===== src/rtl/byte_fifo_can_frame_packer_core_macros.svh =====
// assertion helpers used by the packer core rtl
`ifndef BYTE_FIFO_CAN_FRAME_PACKER_CORE_MACROS_SVH
`define BYTE_FIFO_CAN_FRAME_PACKER_CORE_MACROS_SVH

// checked on every clock edge outside reset
`define BFCFP_ASSERT(lbl, prop, msg) \
   lbl: assert property (@(posedge clock) disable iff (reset) (prop)) else $error(msg);

// checked on every clock edge, reset included
`define BFCFP_ASSERT_ALWAYS(lbl, prop, msg) \
   lbl: assert property (@(posedge clock) (prop)) else $error(msg);

`endif


===== src/rtl/bfcfp_pkg.sv =====
`timescale 1ns / 1ps

package bfcfp_pkg;

   localparam int DEPTH       = 128;
   localparam int FRAME_BYTES = 8;
   localparam int MAX_FRAME   = 8;
   localparam int NMAX        = (FRAME_BYTES < MAX_FRAME) ? FRAME_BYTES : MAX_FRAME;

   localparam int PTR_W  = $clog2(DEPTH);
   localparam int CNT_W  = PTR_W;            // fill never passes DEPTH-1
   localparam int FLEN_W = 4;
   localparam int IDX_W  = 3;
   localparam int BYTE_W = 8;

   localparam logic [BYTE_W-1:0] END_MARK = 8'hFF;

   localparam logic FUNC_APPEND = 1'b0;
   localparam logic FUNC_POP    = 1'b1;

   localparam logic STAT_OK   = 1'b0;
   localparam logic STAT_FULL = 1'b1;

   typedef logic [PTR_W-1:0]  ptr_type;
   typedef logic [CNT_W-1:0]  cnt_type;
   typedef logic [BYTE_W-1:0] byte_type;
   typedef logic [FLEN_W-1:0] flen_type;

   typedef enum logic [1:0] {
      ST_IDLE = 2'b01,
      ST_POP  = 2'b10
   } state_type;

   // circular index add, both operands below DEPTH
   function automatic ptr_type ptr_add(input ptr_type a, input ptr_type b);
      logic [PTR_W:0] s;
      s = {1'b0, a} + {1'b0, b};
      if (s >= (PTR_W+1)'(DEPTH)) begin
         s = s - (PTR_W+1)'(DEPTH);
      end
      return s[PTR_W-1:0];
   endfunction

endpackage


===== src/rtl/bfcfp_store.sv =====
`timescale 1ns / 1ps

module bfcfp_store (
   input  logic               clock,
   input  logic               wr_en,
   input  bfcfp_pkg::ptr_type  wr_addr,
   input  bfcfp_pkg::byte_type wr_data,
   input  bfcfp_pkg::ptr_type  rd_addr,
   output bfcfp_pkg::byte_type rd_data
);
   import bfcfp_pkg::*;

   byte_type mem [DEPTH];
   byte_type rd_data_ff;

   always_ff @(posedge clock) begin
      if (wr_en) begin
         mem[wr_addr] <= wr_data;
      end
   end

   // read every cycle; the registered word doubles as the output byte
   always_ff @(posedge clock) begin
      rd_data_ff <= mem[rd_addr];
   end

   assign rd_data = rd_data_ff;

endmodule


===== src/rtl/byte_fifo_can_frame_packer_core.sv =====
`timescale 1ns / 1ps

// Byte queue for debug characters, drained as CAN payloads. An append word
// (req_tuser low) stores req_tdata unless the queue already holds DEPTH-1
// bytes (status full) or the byte is 0xFF (accepted with ok, not stored),
// and returns one word with rsp_tlast set. A pop word (req_tuser high)
// returns the oldest min(fill, 8) bytes, one word each, with byte index and
// frame length, rsp_tlast on the final byte; an empty pop returns one word
// of zeros with rsp_tlast. After an append or an empty pop, the next word
// is taken no earlier than the cycle in which its result is taken. A pop
// of n bytes goes through the accepting cycle, a registered read from the
// single read port of the queue memory, then one byte per cycle while the
// sink is ready, a stall holding the shown byte; the last byte retires the
// frame, and no word is taken before that. No reset sweep of the memory.
module byte_fifo_can_frame_packer_core (
   input  logic        clock,
   input  logic        reset,
   input  logic        req_tvalid,
   output logic        req_tready,
   input  logic [7:0]  req_tdata,   // [7:0] data_byte
   input  logic        req_tuser,   // [0] func
   output logic        rsp_tvalid,
   input  logic        rsp_tready,
   output logic [15:0] rsp_tdata,   // [7:0] frame_byte, [10:8] byte_index,
                                    // [14:11] frame_length, [15] zero
   output logic [1:0]  rsp_tuser,   // [0] status, [1] byte_valid
   output logic        rsp_tlast
);
   import bfcfp_pkg::*;
   `include "byte_fifo_can_frame_packer_core_macros.svh"

   state_type state_ff, state_in;
   ptr_type   head_ff, head_in;
   cnt_type   fill_ff, fill_in;
   flen_type  n_ff, n_in;
   flen_type  show_k_ff, show_k_in;
   flen_type  next_k_ff, next_k_in;
   logic      show_ff, show_in;
   logic      one_valid_ff, one_valid_in;
   logic      one_status_ff, one_status_in;

   logic      req_accept;
   logic      advance;
   logic      pop_mode;
   logic      full;
   flen_type  n_calc;
   flen_type  sel_k;
   logic      wr_en;
   ptr_type   wr_addr;
   ptr_type   rd_addr;
   byte_type  rd_data;

   assign pop_mode   = (state_ff == ST_POP);
   assign req_tready = (state_ff == ST_IDLE) && (!one_valid_ff || rsp_tready);
   assign req_accept = req_tvalid && req_tready;
   assign full       = (fill_ff >= CNT_W'(DEPTH - 1));
   assign n_calc     = (fill_ff >= CNT_W'(NMAX)) ? FLEN_W'(NMAX) : FLEN_W'(fill_ff);
   assign advance    = !show_ff || rsp_tready;

   // on a stall the shown byte is read again, so the memory word holds
   assign sel_k   = advance ? next_k_ff : show_k_ff;
   assign rd_addr = ptr_add(head_ff, PTR_W'(sel_k));
   assign wr_addr = ptr_add(head_ff, fill_ff);

   bfcfp_store u_store (
      .clock   (clock),
      .wr_en   (wr_en),
      .wr_addr (wr_addr),
      .wr_data (req_tdata),
      .rd_addr (rd_addr),
      .rd_data (rd_data)
   );

   always_comb begin
      state_in      = state_ff;
      head_in       = head_ff;
      fill_in       = fill_ff;
      n_in          = n_ff;
      show_in       = show_ff;
      show_k_in     = show_k_ff;
      next_k_in     = next_k_ff;
      one_valid_in  = one_valid_ff;
      one_status_in = one_status_ff;
      wr_en         = 1'b0;
      unique case (state_ff)
         ST_IDLE: begin
            if (one_valid_ff && rsp_tready) begin
               one_valid_in = 1'b0;
            end
            if (req_accept) begin
               if (req_tuser == FUNC_APPEND) begin
                  one_valid_in = 1'b1;
                  if (full) begin
                     one_status_in = STAT_FULL;
                  end else begin
                     one_status_in = STAT_OK;
                     if (req_tdata != END_MARK) begin
                        wr_en   = 1'b1;
                        fill_in = fill_ff + CNT_W'(1);
                     end
                  end
               end else if (n_calc == '0) begin
                  one_valid_in  = 1'b1;
                  one_status_in = STAT_OK;
               end else begin
                  state_in  = ST_POP;
                  n_in      = n_calc;
                  next_k_in = '0;
                  show_in   = 1'b0;
               end
            end
         end
         ST_POP: begin
            if (advance) begin
               if (next_k_ff != n_ff) begin
                  show_in   = 1'b1;
                  show_k_in = next_k_ff;
                  next_k_in = next_k_ff + FLEN_W'(1);
               end else begin
                  // final byte taken: retire the frame
                  show_in  = 1'b0;
                  state_in = ST_IDLE;
                  head_in  = ptr_add(head_ff, PTR_W'(n_ff));
                  fill_in  = fill_ff - CNT_W'(n_ff);
               end
            end
         end
         default: begin
            state_in = ST_IDLE;
         end
      endcase
   end

   always_ff @(posedge clock) begin
      if (reset) begin
         state_ff     <= ST_IDLE;
         head_ff      <= '0;
         fill_ff      <= '0;
         show_ff      <= 1'b0;
         one_valid_ff <= 1'b0;
      end else begin
         state_ff     <= state_in;
         head_ff      <= head_in;
         fill_ff      <= fill_in;
         show_ff      <= show_in;
         one_valid_ff <= one_valid_in;
      end
   end

   always_ff @(posedge clock) begin
      n_ff          <= n_in;
      show_k_ff     <= show_k_in;
      next_k_ff     <= next_k_in;
      one_status_ff <= one_status_in;
   end

   assign rsp_tvalid = pop_mode ? show_ff : one_valid_ff;
   assign rsp_tdata  = pop_mode ? {1'b0, n_ff, show_k_ff[IDX_W-1:0], rd_data} : '0;
   assign rsp_tuser  = pop_mode ? {1'b1, STAT_OK} : {1'b0, one_status_ff};
   assign rsp_tlast  = pop_mode ? ((show_k_ff + FLEN_W'(1)) == n_ff) : 1'b1;

   `BFCFP_ASSERT_ALWAYS(a_reset_idle, reset |=> (state_ff == ST_IDLE) && !rsp_tvalid, "not idle after reset")
   `BFCFP_ASSERT(a_fill_bound, fill_ff <= CNT_W'(DEPTH - 1), "fill count past capacity")
   `BFCFP_ASSERT(a_pop_frame_sane, pop_mode |-> (n_ff != '0) && (next_k_ff <= n_ff), "bad frame count")
   `BFCFP_ASSERT(a_stall_holds_byte, (pop_mode && rsp_tvalid && !rsp_tready) |=> $stable(rsp_tdata), "stalled byte changed")
   `BFCFP_ASSERT(a_retire_fill, ($past(state_ff == ST_POP) && (state_ff == ST_IDLE)) |-> (fill_ff == $past(fill_ff) - CNT_W'($past(n_ff))), "fill not reduced by frame")

endmodule

===== config.mk =====
export PLATFORM = sky130hd
export DESIGN_NAME = byte_fifo_can_frame_packer_core
export DESIGN_NICKNAME = d
export VERILOG_FILES = /design/src/rtl/bfcfp_pkg.sv /design/src/rtl/bfcfp_store.sv /design/src/rtl/byte_fifo_can_frame_packer_core.sv
export VERILOG_INCLUDE_DIRS = /design/src /design/src/rtl
export SDC_FILE = /design/constraint.sdc
export NUM_CORES = 1
export LEC_CHECK = 0
export ABC_AREA = 0
export ABC_CLOCK_PERIOD_IN_PS = 4580
export BUFFER_PORTS_ARGS = -buffer_cell sky130_fd_sc_hd__buf_2
export CORE_MARGIN = 2
export CORE_UTILIZATION = 57
export CTS_CLUSTER_DIAMETER = 30
export DETAILED_ROUTE_END_ITERATION = 7
export GPL_TIMING_DRIVEN = 0
export PLACE_DENSITY_LB_ADDON = 0.1
export SYNTH_ARGS = -nofsm -noshare
export SYNTH_HDL_FRONTEND = slang
export SYNTH_HIERARCHICAL = 1
export SYNTH_SLANG_ARGS = --single-unit
export TNS_END_PERCENT = 50

===== constraint.sdc =====
create_clock -name clock -period 4.58 [get_ports clock]
set_input_delay 0.229 -clock clock [delete_from_list [all_inputs] [get_ports clock]]
set_output_delay 0.229 -clock clock [all_outputs]
set_load 0.02 [all_outputs]

After elaboration in Yosys (flattened, before gate mapping)
Memory sizes are Yosys's and may differ from the RTL's. A register that Yosys moved wholly into a read port is not among the register bits.
Index checks and enable logic that the tools add are counted.
Widths: inputs -> output; s select.

operators by class
  add/sub/neg operators = 10
  order comparisons = 5
  equal/unequal tests = 15
  multiplexer cells = 48
  bitwise operators = 2
  reduce and logical (&&, ||, !) cells = 17

operators by type and width
  kind                 count
  $mux 7               9
  $mux 4               7
  $ge 8x8->1 const B   3
  $mux 1               21
  $sub 7x1->7 const B  3
  $add 7x4->8          2
  $mux 15              1
  $ne 2x2->1 const B   7
  $pmux 7 s2           1
  $mux 2               6
  $reduce_and 5->1     2
  $reduce_and 3->1     3
  $add 4x1->4 const B  2
  $add 7x7->8          1
  $ne 8x8->1 const B   1
  $pmux 4 s2           1
  $add 7x1->7 const B  1
  $ge 7x4->1 const B   1
  $ge 7x7->1 const B   1
  $reduce_and 7->1     1
  $sub 7x4->7          1
  $ne 2x1->1 const B   3
  $reduce_and 6->1     1
  $eq 4x4->1           1
  12 further kinds     17

word-level totals
  register bits after elaboration = 31
  bits in writable memories = 1024
  input port bits = 13
  output and inout port bits = 21
  word-level logic and storage cells = 107
  memories = 1

memory list
  memory       depth  bits a word  read ports  clocked after Yosys merged registers in  wr ports  line               text
  u_store.mem  128    8            1           1                                        1         bfcfp_store.sv:13  byte_type mem [DEPTH];

Longest topological paths before layout
Gate-level depths: netlist (run 1).

  word-level depth = 8
  depth in mapped cells = 13
  mapped depth without buffers = 12

By module
Netlist (run 1), hierarchy kept.

modules (own cells, without submodules)
  module                           times used  cells an instance  area an instance (sq um)  seq. area each (sq um)
  bfcfp_store                      1           1635               39665.5                   30909.6
  byte_fifo_can_frame_packer_core  1           261                2397.3                    750.7

Worst setup path before layout (run 1)
OpenSTA, ideal clock, no wires.

  path type = register to register
  start = reg show_ff
  end = reg u_store.rd_data_ff[0] (netlist: u_store/rd_data[0]) (read register of u_store.mem)
  library setup time = 121 ps
  arrival = 4199 ps
  slack = 260 ps
  stages on the path, launching flop included = 13
  period minus slack after synthesis = 4320 ps
  cell sequence = dfxtp_1 nor2b_1 clkbuf_1 mux2_2 ha_1 fa_1 xor2_1 buf_1 buf_1 mux4_2 mux4_2 mux4_2 mux2_2

between the ends
  longest elaborated chain between the ends = 6
  elaborated cells on any way between the ends = 7

ends and longest elaborated chain
  element                                           line                                    text
  start, declared                                   byte_fifo_can_frame_packer_core.sv:38   logic show_ff, show_in;
  start signal, assigned                            byte_fifo_can_frame_packer_core.sv:145  show_ff <= show_in;
  $logic_not 1->1 *                                 byte_fifo_can_frame_packer_core.sv:58   assign advance = !show_ff || rsp_tready;
  $logic_or 1x1->1 *                                byte_fifo_can_frame_packer_core.sv:58
  $mux 4 *                                          byte_fifo_can_frame_packer_core.sv:61   assign sel_k = advance ? next_k_ff : show_k_ff;
  $add 7x4->8 *                                     bfcfp_pkg.sv:37                         s = {1'b0, a} + {1'b0, b};
  $sub 7x1->7 / $ge 8x8->1 (equally long branches)  bfcfp_pkg.sv:39, bfcfp_pkg.sv:38
  $mux 7 *                                          bfcfp_pkg.sv:38                         if (s >= (PTR_W+1)'(DEPTH)) begin
  named net rd_addr[2]                              byte_fifo_can_frame_packer_core.sv:50   ptr_type rd_addr;
  end, declared                                     bfcfp_store.sv:14                       byte_type rd_data_ff;

Mark *: on every way through the listed nets, which the timed path passes. The rest lies on a longest branch.
A chain may end at the register's enable or synchronous reset.

Final worst setup path (run 1)
  start = reg head_ff[1]
  end = mem u_store/mem[69][5] (netlist name) (enable)

between the ends
  longest elaborated chain between the ends = 3
  elaborated cells on any way between the ends = 4

ends and longest elaborated chain
  element                                           line                                    text
  start, declared                                   byte_fifo_can_frame_packer_core.sv:33   ptr_type head_ff, head_in;
  start signal, assigned                            byte_fifo_can_frame_packer_core.sv:143  head_ff <= head_in;
  $add 7x7->8 *                                     bfcfp_pkg.sv:37
  $sub 7x1->7 / $ge 8x8->1 (equally long branches)  bfcfp_pkg.sv:39, bfcfp_pkg.sv:38
  $mux 7 *                                          bfcfp_pkg.sv:38
  named net wr_addr[2]                              byte_fifo_can_frame_packer_core.sv:49   ptr_type wr_addr;
  end, declared                                     bfcfp_store.sv:13

Marked as above.

==> run metrics, run 1 <==
switching part of the total power between 20% and 30%; layout filler cell count between 4k and 5k; share of cells above drive strength 1 between 30% and 40%; post-route ant nets 0; hold depth 1; vias per inst 6.40; CTS tree built; # IOs 34; final critical-path share of the clock period 103%; post-layout util a little over two thirds; Worst Setup Path Type reg2reg; CTS Buf Count 180; Comb pwr share under 10%; Internal between 15 and 20 mW; YS warnings 6; drc violations 0; Least-Margin Pin Slew 1.38 ns; largest net degree at the start of global routing between 90 and 100; Antenna diodes 0; syn nets about 1.9k; WP data required ~5.0 ns; H-tree levels 4; synthesized cell area between 0.04 and 0.05 mm²; post-synthesis cell count roughly 1.9k; Post-synth EDFFs about 1.0k; fmax approximately 0.21 GHz; area leader, netlist edfxtp_1; Peak VDD IR around 0.00037 V; LEAKAGE about 16 nW; pins over their slew limit 0; main area contributors after synthesis edfxtp_1, mux4_2, nor2_1, dfxtp_1, ha_1; FP Rows between 90 and 100; NetSw roughly 5.3 mW; Cell Pwr Density 497 mW/mm²; vias in the first global route around 21k; Setup violations, final 120; first-pass GRT wire length approximately 150000 µm; Crit. End Element flop; Final min period approximately 4.7 ns; GRT Residual Overflow 0; crit path max fanout 10; Yosys top cell area share 74.0%; DR vias approximately 21k; Worst-path clk slew ~0.050 ns; #FFs+latches synth 1063; Worst-Skew Late Latency 0.76 ns; unrepaired setup endpoints after global routing yes; Fin Setup TNS -8.39 ns; worst path cell trace inv_1 > fa_1 > xnor2_1 > clkbuf_1 > nor2b_1 > nand3_1 > clkbuf_2 > nor2_1; layer with the highest usage met2; dpl ws -1.52 ns; Reg2Reg Setup Slack -0.13 ns; met1 GRT Util between 30% and 40%; worst r2r src head_ff[1]$_SDFFE_PP0P_; CTS max path bufs 3; initial antenna violation count 9; drt total wl a little over 100000 µm; crit-path max cell delay 0.77 ns; Port Buffer Count 31; core area between 0.07 and 0.08 mm²; most common cell in the netlist edfxtp_1; post-route insts no fill approximately 3.3k; Sequential Area between 0.03 and 0.04 mm²; r2r worst-path depth 8; DRT iter0 DRCs 2345; Chip Height 276 µm; area delta synth->final 20.5%; reg2reg end u_store/mem[69][5]$_DFFE_PP_; met3 Use GR under 10%; final worst slack -0.129 ns; CTS Sinks roughly 1.1k; ys async rst share 0%; Root Driver clkbuf_16; register area share after synthesis 75.3%; worst hold path class in2reg; hpwl dp 66800 µm; CP startpoint kind flop; Reg power frac between 40% and 50%; DRT Pass-1 Iters 6; Worst Hold End u_store/mem[118][0]$_DFFE_PP_; routed len/inst ~32 µm; clock power share 55.0%; hold path start req_tdata[0]; Hold Fails Final Rpt 0; DIE AREA roughly 0.076 mm²; Initial Util 57.7%; failing checks negative setup slack; global placement routability congestion approximately 0.85; Clock Skew 0.0307 ns; synth unique cells 55; footprint of the multi-input gates 0.0101 mm²; slowest CP cell nor2_1; Total GRT Usage around 28%; Nets ~2.2k; Primary FF master, synth edfxtp_1; GRT met2 Usage 45.1%; Max transition margin under 10%; run status finished with violations; Post-synth top cells edfxtp_1, mux4_2, nor2_1; die width 276 µm; max_cap viols 0; Syn Area/Cell approximately 22 µm²; Arr. time, crit path about 5.1 ns; total placed cells including tap cells around 2.9k
[power groups by stage]
stage	Combinational (mW)	Sequential (mW)	Clock, mW
after floorplan	0.269	10.9	0
after global placement	0.554	10.9	0
after detailed placement	0.599	10.9	0
after CTS	0.618	10.7	14.0
after global routing	0.653	10.7	14.5
final	0.617	10.7	13.9
[cell usage in the layout (no fill, tap or decap), drive strengths merged, types with 20 or more instances in the layout]
cell type	n
buf	97
bufinv	29
clkbuf	240
clkinv	60
clkinvlp	33
dfxtp	26
edfxtp	1037
ha	22
inv	42
mux4	336
nand2	25
nor2	155
xnor2	20
[layer usage]
layer / vias up / share of wire (%)
met1: 11100 / 39
met5: - / 0.026
met2: 1039 / 49
li1: 8500 / -
met3: 147 / 9.7
met4: 4 / 2.3
[repair_timing]
action,CTS,global route
setup buffers,0,9
hold endpoints to repair,109,0
endpoints found under the setup margin,528,655
pin swaps,0,11
hold buffers,8,0
gates resized for setup,109,79
[layout make-up]
| type | instances | share of cell area (%) |
|---|---|---|
| sequential | 1063 | 62.5 |
| multi-input combinational | 718 | 19.9 |
| clock buffer | 191 | 8.97 |
| clock inverter | 147 | 3.71 |
| tap | 959 | 2.37 |
| buffer | 97 | 1.33 |
| timing repair buffer | 59 | 1.12 |
| inverter | 17 | 0.126 |
[metrics by stage]
stage          cell area [µm²]  power [mW]  hold WS, ns
3_5_place_dp             43700        11.5        0.500
5_1_grt                  50700        25.9       0.0299
4_1_cts                  50400        25.4      0.00685
6_report                 50700        25.2       0.0212
2_1_floorplan            42100        11.2        0.328
3_3_place_gp             43400        11.5        0.495
[sequential cells by signal, indices dropped and copies added, names as in the netlist]
name / flops
u_store/mem: 1024
u_store/rd_data: 8
fill_ff: 7
head_ff: 7
n_ff: 4
next_k_ff: 4
show_k_ff: 4
state_ff: 2
one_status_ff: 1
one_valid_ff: 1
show_ff: 1
[logic make-up after synthesis]
group,after synthesis,synth area share (%)
XOR/XNOR,29,0.604
flip-flops,1063,75.3
AO/OA/AOI/OAI,43,0.720
buffers and inverters,115,1.21
adder cells (fa/ha/maj),26,0.845
AND/OR/NAND/NOR,263,2.83
multiplexers,356,18.5
other,1,0.00892
[how the worst max path moves through the flow]
stage / start / slack (ns) / to / cells past startpoint
floorplan: show_ff$_SDFFE_PP0P_ / 0.26 / u_store/rd_data[0]$_DFF_P_ / 12
global placement: show_ff$_SDFFE_PP0P_ / -1.46 / u_store/rd_data[1]$_DFF_P_ / 12
detailed placement: show_ff$_SDFFE_PP0P_ / -1.52 / u_store/rd_data[1]$_DFF_P_ / 12
CTS: state_ff[0]$_SDFFE_PP1P_ / -0.12 / u_store/mem[110][1]$_DFFE_PP_ / 9
global route: head_ff[1]$_SDFFE_PP0P_ / -0.21 / u_store/mem[21][0]$_DFFE_PP_ / 8
finish: head_ff[1]$_SDFFE_PP0P_ / -0.13 / u_store/mem[69][5]$_DFFE_PP_ / 8
[critical path, delay by kind of cell (launching register included)]
kind	cells	cell delay [ns]
buffers and inverters	3	1.24
and+or+nand+nor	3	1.56
xor gates and xnor gates	1	0.52
adders and majority gates	1	0.48
DFF	1	0.48
(Power assumes the default switching activity.)
==> run 2: changes to the inputs <==
- CTS_CLUSTER_DIAMETER: 30 -> default
- SKIP_LAST_GASP: default -> 1
==> run metrics, run 2 (synthesis gave the netlist of run 1 again) <==
CTS Buf Count between 100 and 150; pins over their slew limit 0; Worst path top cell family by delay simple AND/OR/NAND/NOR gates; # IOs 34; Arr. time, crit path roughly 4.9 ns; CTS tree built; area delta synth->final 12.9%; Port Buffer Count 31; DR vias approximately 20k; DRT Pass-1 Iters 6; layer with the highest usage met2; post-route insts no fill between 3k and 4k; crit path max fanout 8; Least-Margin Pin Slew 1.07 ns; Reg2Reg Setup Slack -0.09 ns; GRT met2 Usage around 44%; met3 Use GR 6.91%; final worst slack -0.0901 ns; CP bufs+invs 2; initial antenna violation count 11; Peak VDD IR 0.000330 V; Fin Setup TNS -2.52 ns; Crit. End Element flop; vias per inst roughly 6.6; Chip Height approximately 280 µm; met1 GRT Util around 39%; Worst-path clk slew approximately 0.060 ns; slowest CP cell nor2_1; CTS Sinks 1063; most common cell after layout, fill and taps aside edfxtp_1; fmax 0.214 GHz; CP startpoint kind flop; H-tree levels 3; worst path cell trace inv_1 > fa_1 > inv_1 > a21oi_1 > o21bai_1 > a21o_1 > a21oi_1 > xnor2_1 > nand4_1 > nor2_1; Total GRT Usage between 20% and 30%; largest net degree at the start of global routing just under 100; die width between 200 and 300 µm; highest-count cells in the layout ignoring fill and taps edfxtp_1, mux4_2, nor2_1; total placed cells including tap cells approximately 2.9k; largest register by flop count u_store/mem; LEAKAGE approximately 15 nW; FP Rows slightly below 100; CP Depth 10; CTS max path bufs 3; post-route ant nets 0; Max transition margin between 20% and 30%; placed cell areas 0.0437 mm²; Hold Fails Final Rpt 0; Largest register FFs approximately 1k; global placement routability congestion around 0.85; crit path from head_ff[1]$_SDFFE_PP0P_; max_cap viols 0; final critical-path share of the clock period 102%; hold path start req_tdata[6]; drt total wl slightly above 100000 µm; worst hold slack 0.0365 ns; DRT iter0 DRCs 2479; hpwl dp between 60000 and 70000 µm; share of cells above drive strength 1 roughly 32%; r2r worst-path depth 10; worst r2r src head_ff[1]$_SDFFE_PP0P_; DIE AREA ~0.076 mm²; Nets about 2.1k; Final min period roughly 4.7 ns; Worst Setup Path Type reg2reg; run status finished with violations; crit-path max cell delay 0.92 ns; unrepaired setup endpoints after global routing yes; drc violations 0; Worst Hold End u_store/mem[88][6]$_DFFE_PP_; worst hold path class in2reg; GRT Residual Overflow 0; Initial Util 57.7%; hold depth 1; Cell Pwr Density 413 mW/mm²; first-pass GRT wire length approximately 150000 µm; Finished Cell Area 0.0475 mm²; reg2reg end u_store/mem[123][1]$_DFFE_PP_; Worst-Skew Late Latency roughly 0.67 ns; WP data required around 4.8 ns; Clock Skew between 0.03 and 0.04 ns; Setup violations, final roughly 90; core area about 0.073 mm²; routed len/inst around 33 µm; failing checks negative setup slack; Root Driver clkbuf_16; vias in the first global route between 20k and 25k
==> run 2: cell count changes in the layout (fill, tap and decap cells not counted), sizes merged <==
cell           delta
bufinv           -19
clkdlybuf4s15     +1
clkbuf           -68
clkinvlp         -32
clkinv           -14
inv              -24
buf               -7
diode             +1
dlygate4sd3       -3
==> run 2: power by group <==
part	total (mW)	switching (mW)	leakage, nW	internal, mW
clock network	8.30	3.47	1.62	4.82
registers	10.7	0.0106	9.54	10.7
logic	0.615	0.398	3.66	0.217
total	19.6	3.88	14.8	15.7
==> run 2: timing repair <==
item	4_1_cts	5_1_grt
setup endpoints to repair	609	684
hold buffers	5	0
endpoints found under the hold margin	8	0
setup buffers	0	4
gates resized for setup	117	73
pin swaps	0	4
==> run 2: layer usage <==
| metal | vias to the layer above | wire length, µm |
|---|---|---|
| met4 | 2 | 2790 |
| met2 | 941 | 49500 |
| met5 | - | 13 |
| met3 | 158 | 9700 |
| li1 | 8251 | - |
| met1 | 10900 | 39000 |
==> run 2: through the flow <==
stage | util [%] | power (mW) | worst slack [ns]
5_1_grt | 65.1 | 20.1 | -0.172
3_5_place_dp | 59.9 | 11.5 | -1.52
6_report | 65.1 | 19.6 | -0.0901
2_1_floorplan | - | 11.2 | 0.260
4_1_cts | 64.8 | 19.7 | -0.115
3_3_place_gp | 59.5 | 11.5 | -1.46
==> run 2: how the worst max path moves through the flow <==
stage	end
finish	u_store/mem[123][1]$_DFFE_PP_
global route	u_store/mem[89][5]$_DFFE_PP_
CTS	u_store/mem[110][7]$_DFFE_PP_
detailed placement	u_store/rd_data[1]$_DFF_P_
global placement	u_store/rd_data[1]$_DFF_P_
floorplan	u_store/rd_data[0]$_DFF_P_
==> run 2: worst reg2reg max path, stage by stage (launching register included) <==
cell and delay (ns):
dfxtp_1 0.49, inv_1 0.16, fa_1 0.48, inv_1 0.08
a21oi_1 0.07, o21bai_1 0.21, a21o_1 0.15, a21oi_1 0.07
xnor2_1 0.83, nand4_1 0.80, nor2_1 0.93
==> run 2: area by class of cell <==
type	instances	area, µm²
sequential	1063	31700
fill	4774	25500
multi-input combinational	718	10100
clock buffer	124	2760
tap	959	1200
buffer	96	694
clock inverter	58	529
timing repair buffer	50	507
inverter	17	63.8
antenna	1	2.50
